### config.mk
export PLATFORM = sky130hd
export DESIGN_NAME = rgb_hsv_color_classifier_unit
export DESIGN_NICKNAME = d
export VERILOG_FILES = /design/src/rtl/rhcc_pkg.sv /design/src/rtl/rhcc_prep.sv /design/src/rtl/rhcc_div.sv /design/src/rtl/rhcc_class.sv /design/src/rtl/rgb_hsv_color_classifier_unit.sv
export VERILOG_INCLUDE_DIRS = /design/src /design/src/rtl
export SDC_FILE = /design/constraint.sdc
export NUM_CORES = 2
export LEC_CHECK = 0
export BUFFER_PORTS_ARGS = -buffer_cell sky130_fd_sc_hd__buf_2
export CORE_UTILIZATION = 35
export CTS_CLUSTER_DIAMETER = 100
export DETAILED_ROUTE_END_ITERATION = 6
export GPL_ROUTABILITY_DRIVEN = 0
export GPL_TIMING_DRIVEN = 0
export SYNTH_ARGS = -nofsm -noshare
export SYNTH_HDL_FRONTEND = slang
export SYNTH_SLANG_ARGS = --single-unit
export TNS_END_PERCENT = 100
### constraint.sdc
create_clock -name clk -period 8.4 [get_ports clk]
set_clock_uncertainty 0.15 [all_clocks]
set_input_delay 1.68 -clock clk [delete_from_list [all_inputs] [get_ports clk]]
set_output_delay 1.68 -clock clk [all_outputs]
set_load 0.02 [all_outputs]
### src/rtl/rgb_hsv_color_classifier_unit_defines.svh
// Assertion macros for the RGB to HSV color classifier.
// Used by rgb_hsv_color_classifier_unit; expects clk and arst_n in scope.
`ifndef RGB_HSV_COLOR_CLASSIFIER_UNIT_DEFINES_SVH
`define RGB_HSV_COLOR_CLASSIFIER_UNIT_DEFINES_SVH

// same-cycle implication
`define RHCC_ASSERT_IMP(lbl, ante, cons, msg) \
	lbl: assert property (@(posedge clk) disable iff (!arst_n) (ante) |-> (cons)) \
		else $error(msg);

// next-cycle implication
`define RHCC_ASSERT_NXT(lbl, ante, cons, msg) \
	lbl: assert property (@(posedge clk) disable iff (!arst_n) (ante) |=> (cons)) \
		else $error(msg);

`endif

### src/rtl/rhcc_pkg.sv
// Shared types, constants and helpers of the RGB to HSV color classifier.
// No dependencies; imported by every rhcc module and the top level.
package rhcc_pkg;

	localparam int RAW_BITS_DEF  = 10;
	localparam int QUO_BITS      = 11;
	localparam int HUE_BITS      = 14;
	localparam int SAT_BITS      = 11;
	localparam int VAL_BITS      = 7;
	localparam int CLS_BITS      = 3;
	localparam int REF_SAT_BITS  = 7;
	localparam int REF_HUE_BITS  = 9;
	localparam int CFG_DATA_BITS = 9;
	localparam int CFG_IDX_BITS  = 3;
	localparam int CMP_BITS      = 16;
	localparam int Q4_SHIFT      = 4;

	localparam int OUT_DATA_BITS = ((HUE_BITS + SAT_BITS + VAL_BITS + 7) / 8) * 8;
	localparam int OUT_USER_BITS = CLS_BITS + 1;

	localparam int HUE_SCALE  = 960;
	localparam int SAT_SCALE  = 1600;
	localparam int VAL_CAP    = 100;
	localparam int WIN_NEAR   = 20;
	localparam int WIN_FAR    = 70;
	localparam int HUE_FULL   = 360;

	localparam logic signed [HUE_BITS-1:0] HUE_GRAY      = -14'sd16;
	localparam logic signed [HUE_BITS-1:0] HUE_OFS_GREEN = 14'sd1920;
	localparam logic signed [HUE_BITS-1:0] HUE_OFS_BLUE  = 14'sd3840;
	localparam logic signed [HUE_BITS-1:0] HUE_MIN_Q4    = -14'sd960;
	localparam logic signed [HUE_BITS-1:0] HUE_MAX_Q4    = 14'sd4800;
	localparam logic signed [CMP_BITS-1:0] RED_WRAP_Q4   =
		CMP_BITS'((HUE_FULL - WIN_NEAR) * 16);

	localparam int DIV_LANES = 2;
	localparam int LANE_HUE  = 0;
	localparam int LANE_SAT  = 1;

	typedef enum logic [CLS_BITS-1:0] {
		CLS_NONE   = 3'd0,
		CLS_WHITE  = 3'd1,
		CLS_BLACK  = 3'd2,
		CLS_GREEN  = 3'd3,
		CLS_RED    = 3'd4,
		CLS_BLUE   = 3'd5,
		CLS_YELLOW = 3'd6
	} cls_t;

	typedef enum logic [1:0] {
		SEL_RED   = 2'd0,
		SEL_GREEN = 2'd1,
		SEL_BLUE  = 2'd2
	} sel_t;

	typedef enum logic [CFG_IDX_BITS-1:0] {
		REG_SAT_WHITE  = 3'd0,
		REG_VAL_BLACK  = 3'd1,
		REG_HUE_GREEN  = 3'd2,
		REG_HUE_RED    = 3'd3,
		REG_HUE_BLUE   = 3'd4,
		REG_HUE_YELLOW = 3'd5
	} reg_idx_t;

	typedef struct packed {
		logic [REF_SAT_BITS-1:0] white_sat;
		logic [REF_SAT_BITS-1:0] black_val;
		logic [REF_HUE_BITS-1:0] green_hue;
		logic [REF_HUE_BITS-1:0] red_hue;
		logic [REF_HUE_BITS-1:0] blue_hue;
		logic [REF_HUE_BITS-1:0] yellow_hue;
	} cfg_t;

	localparam cfg_t CFG_RESET = '{
		white_sat:  7'd20,
		black_val:  7'd0,
		green_hue:  9'd120,
		red_hue:    9'd0,
		blue_hue:   9'd210,
		yellow_hue: 9'd50
	};

	// per-sample flags that ride along the divider
	typedef struct packed {
		sel_t                sel;
		logic                neg;
		logic                absent;
		logic                zero;
		logic [VAL_BITS-1:0] val;
	} side_t;

	localparam int SIDE_BITS = $bits(side_t);

	// (reference + offset) in sixteenths, signed
	function automatic logic signed [CMP_BITS-1:0] q4_units(
		input logic [REF_HUE_BITS-1:0] ref_v,
		input int                      ofs
	);
		return ($signed({{(CMP_BITS - REF_HUE_BITS){1'b0}}, ref_v}) + CMP_BITS'(ofs))
			<<< Q4_SHIFT;
	endfunction

endpackage

### src/rtl/rhcc_prep.sv
// Front end: channel max/min, chroma, hue difference and divider numerators.
// Three pipeline stages; depends on rhcc_pkg.
module rhcc_prep #(
	parameter int RAW_BITS = rhcc_pkg::RAW_BITS_DEF
) (
	input  logic                                   clk,
	input  logic                                   arst_n,
	input  logic                                   in_valid,
	output logic                                   in_ready,
	input  logic [RAW_BITS-1:0]                    red,
	input  logic [RAW_BITS-1:0]                    green,
	input  logic [RAW_BITS-1:0]                    blue,
	output logic                                   out_valid,
	input  logic                                   out_ready,
	output logic [RAW_BITS+rhcc_pkg::QUO_BITS-1:0] hue_num,
	output logic [RAW_BITS+rhcc_pkg::QUO_BITS-1:0] sat_num,
	output logic [RAW_BITS-1:0]                    hue_den,
	output logic [RAW_BITS-1:0]                    sat_den,
	output rhcc_pkg::side_t                        side
);
	import rhcc_pkg::*;

	localparam int NUM_BITS = RAW_BITS + QUO_BITS;

	logic                       en1, en2, en3;
	logic                       vld_s1, vld_s2, vld_s3;

	sel_t                       sel_c;
	logic [RAW_BITS-1:0]        mx_c, mn_c;
	logic signed [RAW_BITS:0]   d_c;

	sel_t                       sel_s1;
	logic [RAW_BITS-1:0]        mx_s1, mn_s1;
	logic signed [RAW_BITS:0]   d_s1;
	logic signed [RAW_BITS:0]   dneg;

	logic [RAW_BITS-1:0]        c_s2, dabs_s2, mx_s2;
	side_t                      side_s2;

	logic [NUM_BITS-1:0]        hue_num_s3, sat_num_s3;
	logic [RAW_BITS-1:0]        hue_den_s3, sat_den_s3;
	side_t                      side_s3;

	assign en3      = !vld_s3 || out_ready;
	assign en2      = !vld_s2 || en3;
	assign en1      = !vld_s1 || en2;
	assign in_ready = en1;

	// max with red-green-blue tie order, and the difference that goes with it
	always_comb begin
		if (red >= green && red >= blue) begin
			sel_c = SEL_RED;
			mx_c  = red;
			d_c   = $signed({1'b0, green}) - $signed({1'b0, blue});
		end else if (green >= blue) begin
			sel_c = SEL_GREEN;
			mx_c  = green;
			d_c   = $signed({1'b0, blue}) - $signed({1'b0, red});
		end else begin
			sel_c = SEL_BLUE;
			mx_c  = blue;
			d_c   = $signed({1'b0, red}) - $signed({1'b0, green});
		end
		mn_c = (red <= green) ? red : green;
		if (blue < mn_c) begin
			mn_c = blue;
		end
	end

	assign dneg = -d_s1;

	always_ff @(posedge clk or negedge arst_n) begin
		if (!arst_n) begin
			vld_s1 <= 1'b0;
			vld_s2 <= 1'b0;
			vld_s3 <= 1'b0;
		end else begin
			if (en1) vld_s1 <= in_valid;
			if (en2) vld_s2 <= vld_s1;
			if (en3) vld_s3 <= vld_s2;
		end
	end

	always_ff @(posedge clk) begin
		if (en1) begin
			sel_s1 <= sel_c;
			mx_s1  <= mx_c;
			mn_s1  <= mn_c;
			d_s1   <= d_c;
		end
		if (en2) begin
			c_s2           <= mx_s1 - mn_s1;
			dabs_s2        <= d_s1[RAW_BITS] ? dneg[RAW_BITS-1:0] : d_s1[RAW_BITS-1:0];
			mx_s2          <= mx_s1;
			side_s2.sel    <= sel_s1;
			side_s2.neg    <= d_s1[RAW_BITS];
			side_s2.absent <= (mx_s1 == mn_s1);
			side_s2.zero   <= (mx_s1 == '0);
			side_s2.val    <= (mx_s1 > RAW_BITS'(VAL_CAP)) ? VAL_BITS'(VAL_CAP)
				: mx_s1[VAL_BITS-1:0];
		end
		if (en3) begin
			hue_num_s3 <= NUM_BITS'(dabs_s2) * NUM_BITS'(HUE_SCALE);
			sat_num_s3 <= NUM_BITS'(c_s2) * NUM_BITS'(SAT_SCALE);
			hue_den_s3 <= c_s2;
			sat_den_s3 <= mx_s2;
			side_s3    <= side_s2;
		end
	end

	assign out_valid = vld_s3;
	assign hue_num   = hue_num_s3;
	assign sat_num   = sat_num_s3;
	assign hue_den   = hue_den_s3;
	assign sat_den   = sat_den_s3;
	assign side      = side_s3;

endmodule

### src/rtl/rhcc_div.sv
// Pipelined restoring divider, one quotient bit per stage, several lanes.
// Quotient must fit QUO_BITS; depends on rhcc_pkg for defaults.
module rhcc_div #(
	parameter int DEN_BITS  = rhcc_pkg::RAW_BITS_DEF,
	parameter int QUO_BITS  = rhcc_pkg::QUO_BITS,
	parameter int LANES     = rhcc_pkg::DIV_LANES,
	parameter int SIDE_BITS = rhcc_pkg::SIDE_BITS
) (
	input  logic                         clk,
	input  logic                         arst_n,
	input  logic                         in_valid,
	output logic                         in_ready,
	input  logic [DEN_BITS+QUO_BITS-1:0] num [LANES],
	input  logic [DEN_BITS-1:0]          den [LANES],
	input  logic [SIDE_BITS-1:0]         side_in,
	output logic                         out_valid,
	input  logic                         out_ready,
	output logic [QUO_BITS-1:0]          quo [LANES],
	output logic [SIDE_BITS-1:0]         side_out
);
	import rhcc_pkg::*;

	localparam int NW = DEN_BITS + QUO_BITS;

	logic                 vld_s  [QUO_BITS+1];
	logic                 en     [QUO_BITS+2];
	logic [NW-1:0]        rem_s  [QUO_BITS][LANES];
	logic [DEN_BITS-1:0]  den_s  [QUO_BITS][LANES];
	logic [QUO_BITS-1:0]  quo_s  [QUO_BITS+1][LANES];
	logic [SIDE_BITS-1:0] side_s [QUO_BITS+1];

	assign vld_s[0]         = in_valid;
	assign side_s[0]        = side_in;
	assign en[QUO_BITS+1]   = out_ready;
	assign en[0]            = en[1];
	assign in_ready         = en[0];

	for (genvar l = 0; l < LANES; l++) begin : g_in
		assign rem_s[0][l] = num[l];
		assign den_s[0][l] = den[l];
		assign quo_s[0][l] = '0;
		assign quo[l]      = quo_s[QUO_BITS][l];
	end

	for (genvar k = 1; k <= QUO_BITS; k++) begin : g_stage
		localparam int B = QUO_BITS - k;

		assign en[k] = !vld_s[k] || en[k+1];

		always_ff @(posedge clk or negedge arst_n) begin
			if (!arst_n) begin
				vld_s[k] <= 1'b0;
			end else if (en[k]) begin
				vld_s[k] <= vld_s[k-1];
			end
		end

		always_ff @(posedge clk) begin
			if (en[k]) side_s[k] <= side_s[k-1];
		end

		for (genvar l = 0; l < LANES; l++) begin : g_lane
			logic [NW-1:0] shd;
			logic          ge;

			assign shd = NW'(den_s[k-1][l]) << B;
			assign ge  = rem_s[k-1][l] >= shd;

			always_ff @(posedge clk) begin
				if (en[k]) quo_s[k][l] <= quo_s[k-1][l] | (QUO_BITS'(ge) << B);
			end

			if (k < QUO_BITS) begin : g_rem
				always_ff @(posedge clk) begin
					if (en[k]) begin
						rem_s[k][l] <= ge ? rem_s[k-1][l] - shd : rem_s[k-1][l];
						den_s[k][l] <= den_s[k-1][l];
					end
				end
			end
		end
	end

	assign out_valid = vld_s[QUO_BITS];
	assign side_out  = side_s[QUO_BITS];

endmodule

### src/rtl/rhcc_class.sv
// Back end: signed hue assembly, saturation fixup, then color classification.
// Two stages, the second is the output register; depends on rhcc_pkg.
module rhcc_class (
	input  logic                                 clk,
	input  logic                                 arst_n,
	input  logic                                 in_valid,
	output logic                                 in_ready,
	input  logic [rhcc_pkg::QUO_BITS-1:0]        hue_quo,
	input  logic [rhcc_pkg::QUO_BITS-1:0]        sat_quo,
	input  rhcc_pkg::side_t                      side,
	input  rhcc_pkg::cfg_t                       cfg,
	output logic                                 out_valid,
	input  logic                                 out_ready,
	output rhcc_pkg::cls_t                       color_class,
	output logic signed [rhcc_pkg::HUE_BITS-1:0] hue_q4,
	output logic                                 hue_absent,
	output logic [rhcc_pkg::SAT_BITS-1:0]        sat_q4,
	output logic [rhcc_pkg::VAL_BITS-1:0]        value_level
);
	import rhcc_pkg::*;

	logic                       en1, en2;
	logic                       vld_s1, vld_s2;

	logic signed [HUE_BITS-1:0] hmag, hsg, hofs, hue_c;

	logic signed [HUE_BITS-1:0] hue_s1;
	logic                       absent_s1;
	logic [SAT_BITS-1:0]        sat_s1;
	logic [VAL_BITS-1:0]        val_s1;

	logic signed [CMP_BITS-1:0] hx, sx;
	logic                       is_white, is_green, is_black, is_red, is_blue, is_yellow;
	cls_t                       cls_c;

	cls_t                       cls_s2;
	logic signed [HUE_BITS-1:0] hue_s2;
	logic                       absent_s2;
	logic [SAT_BITS-1:0]        sat_s2;
	logic [VAL_BITS-1:0]        val_s2;

	assign en2      = !vld_s2 || out_ready;
	assign en1      = !vld_s1 || en2;
	assign in_ready = en1;

	assign hmag = $signed(HUE_BITS'(hue_quo));
	assign hsg  = side.neg ? -hmag : hmag;

	always_comb begin
		case (side.sel)
			SEL_RED:   hofs = '0;
			SEL_GREEN: hofs = HUE_OFS_GREEN;
			SEL_BLUE:  hofs = HUE_OFS_BLUE;
			default:   hofs = '0;
		endcase
	end

	assign hue_c = side.absent ? HUE_GRAY : hsg + hofs;

	assign hx = CMP_BITS'(hue_s1);
	assign sx = $signed({{(CMP_BITS - SAT_BITS){1'b0}}, sat_s1});

	assign is_white  = (q4_units({2'b00, cfg.white_sat}, -WIN_NEAR) < sx)
		&& (sx < q4_units({2'b00, cfg.white_sat}, WIN_NEAR));
	assign is_green  = (q4_units(cfg.green_hue, -WIN_NEAR) < hx)
		&& (hx < q4_units(cfg.green_hue, WIN_FAR));
	assign is_black  = {1'b0, val_s1} < ({1'b0, cfg.black_val} + (VAL_BITS+1)'(WIN_NEAR));
	assign is_red    = (hx < q4_units(cfg.red_hue, WIN_NEAR)) || (RED_WRAP_Q4 < hx);
	assign is_blue   = (q4_units(cfg.blue_hue, -WIN_NEAR) < hx)
		&& (hx < q4_units(cfg.blue_hue, WIN_NEAR));
	assign is_yellow = (q4_units(cfg.yellow_hue, -WIN_NEAR) < hx)
		&& (hx < q4_units(cfg.yellow_hue, WIN_NEAR));

	always_comb begin
		if (is_white) begin
			cls_c = CLS_WHITE;
		end else if (is_green) begin
			cls_c = is_black ? CLS_BLACK : CLS_GREEN;
		end else if (is_red) begin
			cls_c = CLS_RED;
		end else if (is_blue) begin
			cls_c = CLS_BLUE;
		end else if (is_yellow) begin
			cls_c = CLS_YELLOW;
		end else begin
			cls_c = CLS_NONE;
		end
	end

	always_ff @(posedge clk or negedge arst_n) begin
		if (!arst_n) begin
			vld_s1 <= 1'b0;
			vld_s2 <= 1'b0;
		end else begin
			if (en1) vld_s1 <= in_valid;
			if (en2) vld_s2 <= vld_s1;
		end
	end

	always_ff @(posedge clk) begin
		if (en1) begin
			hue_s1    <= hue_c;
			absent_s1 <= side.absent;
			sat_s1    <= side.zero ? '0 : SAT_BITS'(sat_quo);
			val_s1    <= side.val;
		end
		if (en2) begin
			cls_s2    <= cls_c;
			hue_s2    <= hue_s1;
			absent_s2 <= absent_s1;
			sat_s2    <= sat_s1;
			val_s2    <= val_s1;
		end
	end

	assign out_valid   = vld_s2;
	assign color_class = cls_s2;
	assign hue_q4      = hue_s2;
	assign hue_absent  = absent_s2;
	assign sat_q4      = sat_s2;
	assign value_level = val_s2;

endmodule

### src/rtl/rgb_hsv_color_classifier_unit.sv
// RGB to HSV color classifier: top level with reference registers.
// Depends on rhcc_pkg, rhcc_prep, rhcc_div, rhcc_class and the defines header.
//
// Input stream s_axis: one RGB sample per word; red, green, blue packed from
// bit 0 up, RAW_BITS each. Output stream m_axis: one result word per sample,
// hue/saturation/value in tdata and class plus no-hue flag in tuser.
// Reference registers are written through cfg_we/cfg_idx/cfg_data; write them
// only while no sample is in flight. Indexes above the last register are ignored.
// Three front-end stages, one divider stage per quotient bit (11), and two
// back-end stages. Hue and saturation share the divider stages as two lanes.
// Throughput is one sample per cycle while m_axis_tready is high.
// Reset clears all pipeline valids and loads the reference defaults.
// When m_axis_tready is low, the held result stays on the output and the
// pipeline keeps accepting samples into empty stages; s_axis_tready drops
// only once every stage holds a sample.
`include "rgb_hsv_color_classifier_unit_defines.svh"

module rgb_hsv_color_classifier_unit #(
	parameter int RAW_BITS = rhcc_pkg::RAW_BITS_DEF
) (
	input  logic                                clk,
	input  logic                                arst_n,
	input  logic                                s_axis_tvalid,
	output logic                                s_axis_tready,
	// red_raw, green_raw, blue_raw
	input  logic [((3*RAW_BITS+7)/8)*8-1:0]     s_axis_tdata,
	output logic                                m_axis_tvalid,
	input  logic                                m_axis_tready,
	// hue_q4, sat_q4, value_level
	output logic [rhcc_pkg::OUT_DATA_BITS-1:0]  m_axis_tdata,
	// color_class, hue_absent
	output logic [rhcc_pkg::OUT_USER_BITS-1:0]  m_axis_tuser,
	input  logic                                cfg_we,
	input  logic [rhcc_pkg::CFG_IDX_BITS-1:0]   cfg_idx,
	input  logic [rhcc_pkg::CFG_DATA_BITS-1:0]  cfg_data
);
	import rhcc_pkg::*;

	localparam int NUM_BITS = RAW_BITS + QUO_BITS;

	cfg_t                       cfg_q;

	logic [RAW_BITS-1:0]        red_raw, green_raw, blue_raw;

	logic                       prep_valid, prep_ready;
	logic [NUM_BITS-1:0]        hue_num, sat_num;
	logic [RAW_BITS-1:0]        hue_den, sat_den;
	side_t                      prep_side;

	logic [NUM_BITS-1:0]        num_a [DIV_LANES];
	logic [RAW_BITS-1:0]        den_a [DIV_LANES];
	logic [QUO_BITS-1:0]        quo_a [DIV_LANES];
	logic [SIDE_BITS-1:0]       div_side;
	logic                       div_valid, div_ready;

	cls_t                       color_class;
	logic signed [HUE_BITS-1:0] hue_q4;
	logic                       hue_absent;
	logic [SAT_BITS-1:0]        sat_q4;
	logic [VAL_BITS-1:0]        value_level;

	always_ff @(posedge clk or negedge arst_n) begin
		if (!arst_n) begin
			cfg_q <= CFG_RESET;
		end else if (cfg_we) begin
			case (reg_idx_t'(cfg_idx))
				REG_SAT_WHITE:  cfg_q.white_sat  <= cfg_data[REF_SAT_BITS-1:0];
				REG_VAL_BLACK:  cfg_q.black_val  <= cfg_data[REF_SAT_BITS-1:0];
				REG_HUE_GREEN:  cfg_q.green_hue  <= cfg_data[REF_HUE_BITS-1:0];
				REG_HUE_RED:    cfg_q.red_hue    <= cfg_data[REF_HUE_BITS-1:0];
				REG_HUE_BLUE:   cfg_q.blue_hue   <= cfg_data[REF_HUE_BITS-1:0];
				REG_HUE_YELLOW: cfg_q.yellow_hue <= cfg_data[REF_HUE_BITS-1:0];
				default: ;
			endcase
		end
	end

	assign red_raw   = s_axis_tdata[RAW_BITS-1:0];
	assign green_raw = s_axis_tdata[2*RAW_BITS-1:RAW_BITS];
	assign blue_raw  = s_axis_tdata[3*RAW_BITS-1:2*RAW_BITS];

	rhcc_prep #(
		.RAW_BITS (RAW_BITS)
	) u_prep (
		.clk       (clk),
		.arst_n    (arst_n),
		.in_valid  (s_axis_tvalid),
		.in_ready  (s_axis_tready),
		.red       (red_raw),
		.green     (green_raw),
		.blue      (blue_raw),
		.out_valid (prep_valid),
		.out_ready (prep_ready),
		.hue_num   (hue_num),
		.sat_num   (sat_num),
		.hue_den   (hue_den),
		.sat_den   (sat_den),
		.side      (prep_side)
	);

	assign num_a[LANE_HUE] = hue_num;
	assign num_a[LANE_SAT] = sat_num;
	assign den_a[LANE_HUE] = hue_den;
	assign den_a[LANE_SAT] = sat_den;

	rhcc_div #(
		.DEN_BITS  (RAW_BITS),
		.QUO_BITS  (QUO_BITS),
		.LANES     (DIV_LANES),
		.SIDE_BITS (SIDE_BITS)
	) u_div (
		.clk       (clk),
		.arst_n    (arst_n),
		.in_valid  (prep_valid),
		.in_ready  (prep_ready),
		.num       (num_a),
		.den       (den_a),
		.side_in   (prep_side),
		.out_valid (div_valid),
		.out_ready (div_ready),
		.quo       (quo_a),
		.side_out  (div_side)
	);

	rhcc_class u_class (
		.clk         (clk),
		.arst_n      (arst_n),
		.in_valid    (div_valid),
		.in_ready    (div_ready),
		.hue_quo     (quo_a[LANE_HUE]),
		.sat_quo     (quo_a[LANE_SAT]),
		.side        (side_t'(div_side)),
		.cfg         (cfg_q),
		.out_valid   (m_axis_tvalid),
		.out_ready   (m_axis_tready),
		.color_class (color_class),
		.hue_q4      (hue_q4),
		.hue_absent  (hue_absent),
		.sat_q4      (sat_q4),
		.value_level (value_level)
	);

	assign m_axis_tdata = OUT_DATA_BITS'({value_level, sat_q4, hue_q4});
	assign m_axis_tuser = {hue_absent, color_class};

	`RHCC_ASSERT_IMP(a_gray_word, m_axis_tvalid && hue_absent, hue_q4 == HUE_GRAY && sat_q4 == '0, "gray word with hue or saturation set")
	`RHCC_ASSERT_IMP(a_sat_range, m_axis_tvalid, sat_q4 <= SAT_BITS'(SAT_SCALE), "saturation above full scale")
	`RHCC_ASSERT_IMP(a_hue_range, m_axis_tvalid && !hue_absent, hue_q4 >= HUE_MIN_Q4 && hue_q4 <= HUE_MAX_Q4, "hue out of range")
	`RHCC_ASSERT_IMP(a_ready_free, !m_axis_tvalid || m_axis_tready, s_axis_tready, "input blocked with output free")
	`RHCC_ASSERT_NXT(a_full_hold, !s_axis_tready, m_axis_tvalid, "pipeline full but output empty next cycle")

endmodule
==> metrics.md <==
| Metric | Value |
|---|---|
| Status | `completed` |
| Largest net degree at the start of global routing | `between 70 and 80` |
| Post-synth ARST share | `under 10%` |
| Total gr overflow | `0` |
| Post-synth EDFFs | `987` |
| Routed len/inst | `between 10 and 15 um` |
| Hold crit path type | `reg -> reg` |
| Core Rows | `144` |
| Clock Sinks | `1053` |
| Max Cap Viol | `0` |
| Syn_nets | `4908` |
| Post-Place Setup Slack | `0.321 ns` |
| CP Max Fanout | `42` |
| Drt pass-1 iters | `5` |
| Top-count cell post-synth | `edfxtp_1` |
| Synth Flop Type | `edfxtp_1` |
| Syn Std Cell Area | `54200 um2` |
| Post-CTS resize count | `0` |
| Final wirelength | `96100 um` |
| # setup viols final | `0` |
| Initial antenna violation count | `5` |
| Critical Path End Type | `primary output` |
| CTS tree | `done` |
| Critical path class | `in -> out` |
| Synth warn | `0` |
| Die Area | `~160000 um2` |
| Fin crit share | `91.6%` |
| PortBufs | `just over 80` |
| Maximum root-to-sink buffer count | `3` |
| Internal power | `17.2 mW` |
| Min Tclk post-route | `around 7.7 ns` |
| Hold Fails Final Rpt | `0` |
| Most frequent cell on the critical path | `buf_2` |
| Die height | `396 um` |
| Post-route insts no fill | `6736` |
| Yosys cell types | `85` |
| Synth top area share | `between 50 and 60%` |
| Area of the multi-input gates | `approximately 21000 um2` |
| Crit-path slowest cell | `nand2_2` |
| Final Total Pwr | `26.7 mW` |
| Vias per inst | `4.78` |
| Placed Cells | `6530` |
| Synth area leader | `edfxtp_1` |
| VDD IR max | `0.321 mV` |
| Total GRT Usage | `12.2%` |
| I/O Pins | `87` |
| Fillers | `roughly 14000` |
| DRC | `0` |
| Slew headroom | `35.2%` |
| Final WS setup | `0.708 ns` |
| Flop pwr share | `38.1%` |
| Slew Viols, Final | `0` |
| Hold slack | `0.216 ns` |
| Slack of the worst reg-to-reg path | `between 3 and 4 ns` |
| Clock slew at reported path FFs | `0.06 ns` |
| Remaining antenna violation count after routing | `0` |
| Req. time, crit path | `6.57 ns` |
| CTS Root Buffer Type | `clkbuf_16` |
| Setup repair bufs after CTS | `0` |
| FF/Latch Area | `31300 um2` |
| R2R depth | `7` |
| HPWL Detailed | `73500 um` |
| Crit start category | `primary input` |
| Sw Ratio | `a little over a third` |
| Layout cells sized above 1 | `9.72%` |
| Dominant cells by area after synthesis | `edfxtp_1 55%, ha_1 9.8%, inv_1 3.0%` |
| Vias in the first global route | `around 32000` |
| Syn_area_per_cell | `12.4 um2` |
| Hold buffers post-CTS | `0` |
| Top post-synthesis cells by count | `987 x edfxtp_1, 432 x inv_1, 426 x ha_1, 271 x o21ai_0, 265 x nand2_1` |
| Die Width | `396 um` |
| Worst-Margin Slew | `between 0.9 and 1 ns` |
| Unrepaired setup endpoints after global routing | `false` |
| Vias | `32200` |
| Initial core utilization | `a little over a third` |
| Total CTS buffers | `108` |
| Fin util | `39.9%` |
| Crit path cell chain | `buf_2 -> nor2b_1 -> nand2_2 -> nor2_1 -> nand2_4 -> nor3_1 -> and3_1 -> nand3_4 -> buf_2` |
| Sequential cell area fraction in the yosys report | `57.7%` |
| H-tree levels | `3` |
| Power share of the clock group | `18.4%` |
| CP max stage delay | `0.68 ns` |
| Post-Syn Instances | `4386` |
| Seq cells post-synth | `1053` |
| Final #Nets | `5119` |
| Core Box Area | `154000 um2` |
| Leak Pwr | `24.6 nW` |
| Clk_lat worst skew | `0.71 ns` |
| Area growth syn-to-layout | `13.3%` |
| Comb power frac | `43.5%` |
| First-pass GRT wire length | `158000 um` |
| PwrDens | `434 nW/um2` |
| Fmax | `130 MHz` |
| Sw Pwr | `9.52 mW` |
| WHS Path Cells | `0` |
| CP arrival | `~5.9 ns` |
| DRT iter0 DRCs | `1382` |
==> critical path, delay by kind of cell <==
family	cells	cell delay [ns]
buffers and inverters	2	0.44
and+or+nand+nor	7	3.70
==> path summary, 6_finish.rpt <==
check | endpoint | startpoint
min | u_prep.side[4] | u_prep.side_s2[4]
max reg2reg | u_prep.mn_s1[7] | u_class.out_valid
min in group asynchronous | cfg_q[49] | arst_n
min reg2reg | u_prep.side[4] | u_prep.side_s2[4]
max in group asynchronous | cfg_q[32] | arst_n
max | s_axis_tready | m_axis_tready
==> layout make-up <==
class | count | area share (%)
Antenna cell | 1 | 0.00407
Clock buffer | 142 | 4.95
Multi-Input combinational cell | 2830 | 34.3
Tap cell | 2044 | 4.16
Inverter | 433 | 2.65
Sequential cell | 1053 | 50.9
Clock inverter | 62 | 1.21
Timing Repair Buffer | 101 | 1.30
Buffer | 70 | 0.474
==> kinds of logic after synthesis <==
kind of cell | count (synthesis) | synth area share [%]
simple gates | 1069 | 9.86
xor+xnor | 323 | 5.22
fa+ha+maj | 473 | 11.6
flops | 1053 | 57.7
buf+inv | 503 | 3.53
compound gates | 841 | 9.60
mux | 124 | 2.51
==> per-stage QoR <==
step / instance area (um2) / setup TNS (ns)
after detailed placement: 57600 / 0
after floorplan: 54200 / 0
after global routing: 61400 / 0
after global placement: 57200 / -237.35
final: 61400 / 0
after CTS: 61400 / 0
==> power by group through the flow <==
stage	Combinational, mW	Sequential [mW]	Clock (mW)
after global placement	11.3	10.3	0
after CTS	11.7	10.2	5.07
final	11.6	10.2	4.92
after global routing	13.2	10.4	5.26
after floorplan	9.34	9.81	0
after detailed placement	11.6	10.3	0
==> flip-flops by register name, indices dropped and copies added, names as in the netlist, 12 cells and up <==
| register | count |
|---|---|
| u_prep.sat_num | 12 |
| u_class.hue_q4 | 14 |
| u_div.quo_s | 110 |
| u_class.hue_s1 | 14 |
| u_div.rem_s | 321 |
| cfg_q | 50 |
| u_prep.side | 12 |
| u_div.side_out | 12 |
| u_div.quo | 22 |
| u_prep.hue_num | 14 |
| u_prep.side_s2 | 12 |
| u_div.den_s | 200 |
| u_div.side_s | 120 |
==> cell usage in the layout (no fill, tap or decap), types with 72 or more instances in the layout <==
cell       count
ha_1         426
o21ai_0      271
edfxtp_1     987
mux2_2        95
nand2b_1      72
xnor2_1      168
buf_2         90
nor2b_1       93
clkbuf_16    111
a21o_1        82
a21oi_1      226
nand2_1      259
nor2_1       263
nor3_1        87
xor2_1       155
inv_1        427
clkbuf_1      72
==> layer usage <==
layer / routed length [um] / vias up / share of wire, % / GRT usage, %
li1: - / 16400 / - / -
met5: 11 / - / 0.011 / 0
met4: 3140 / 2 / 3.3 / 4.38
met2: 46700 / 514 / 49 / 21.6
met3: 3770 / 178 / 3.9 / 2.16
met1: 42500 / 15200 / 44 / 14.9
Power figures use the tool's default switching activity.
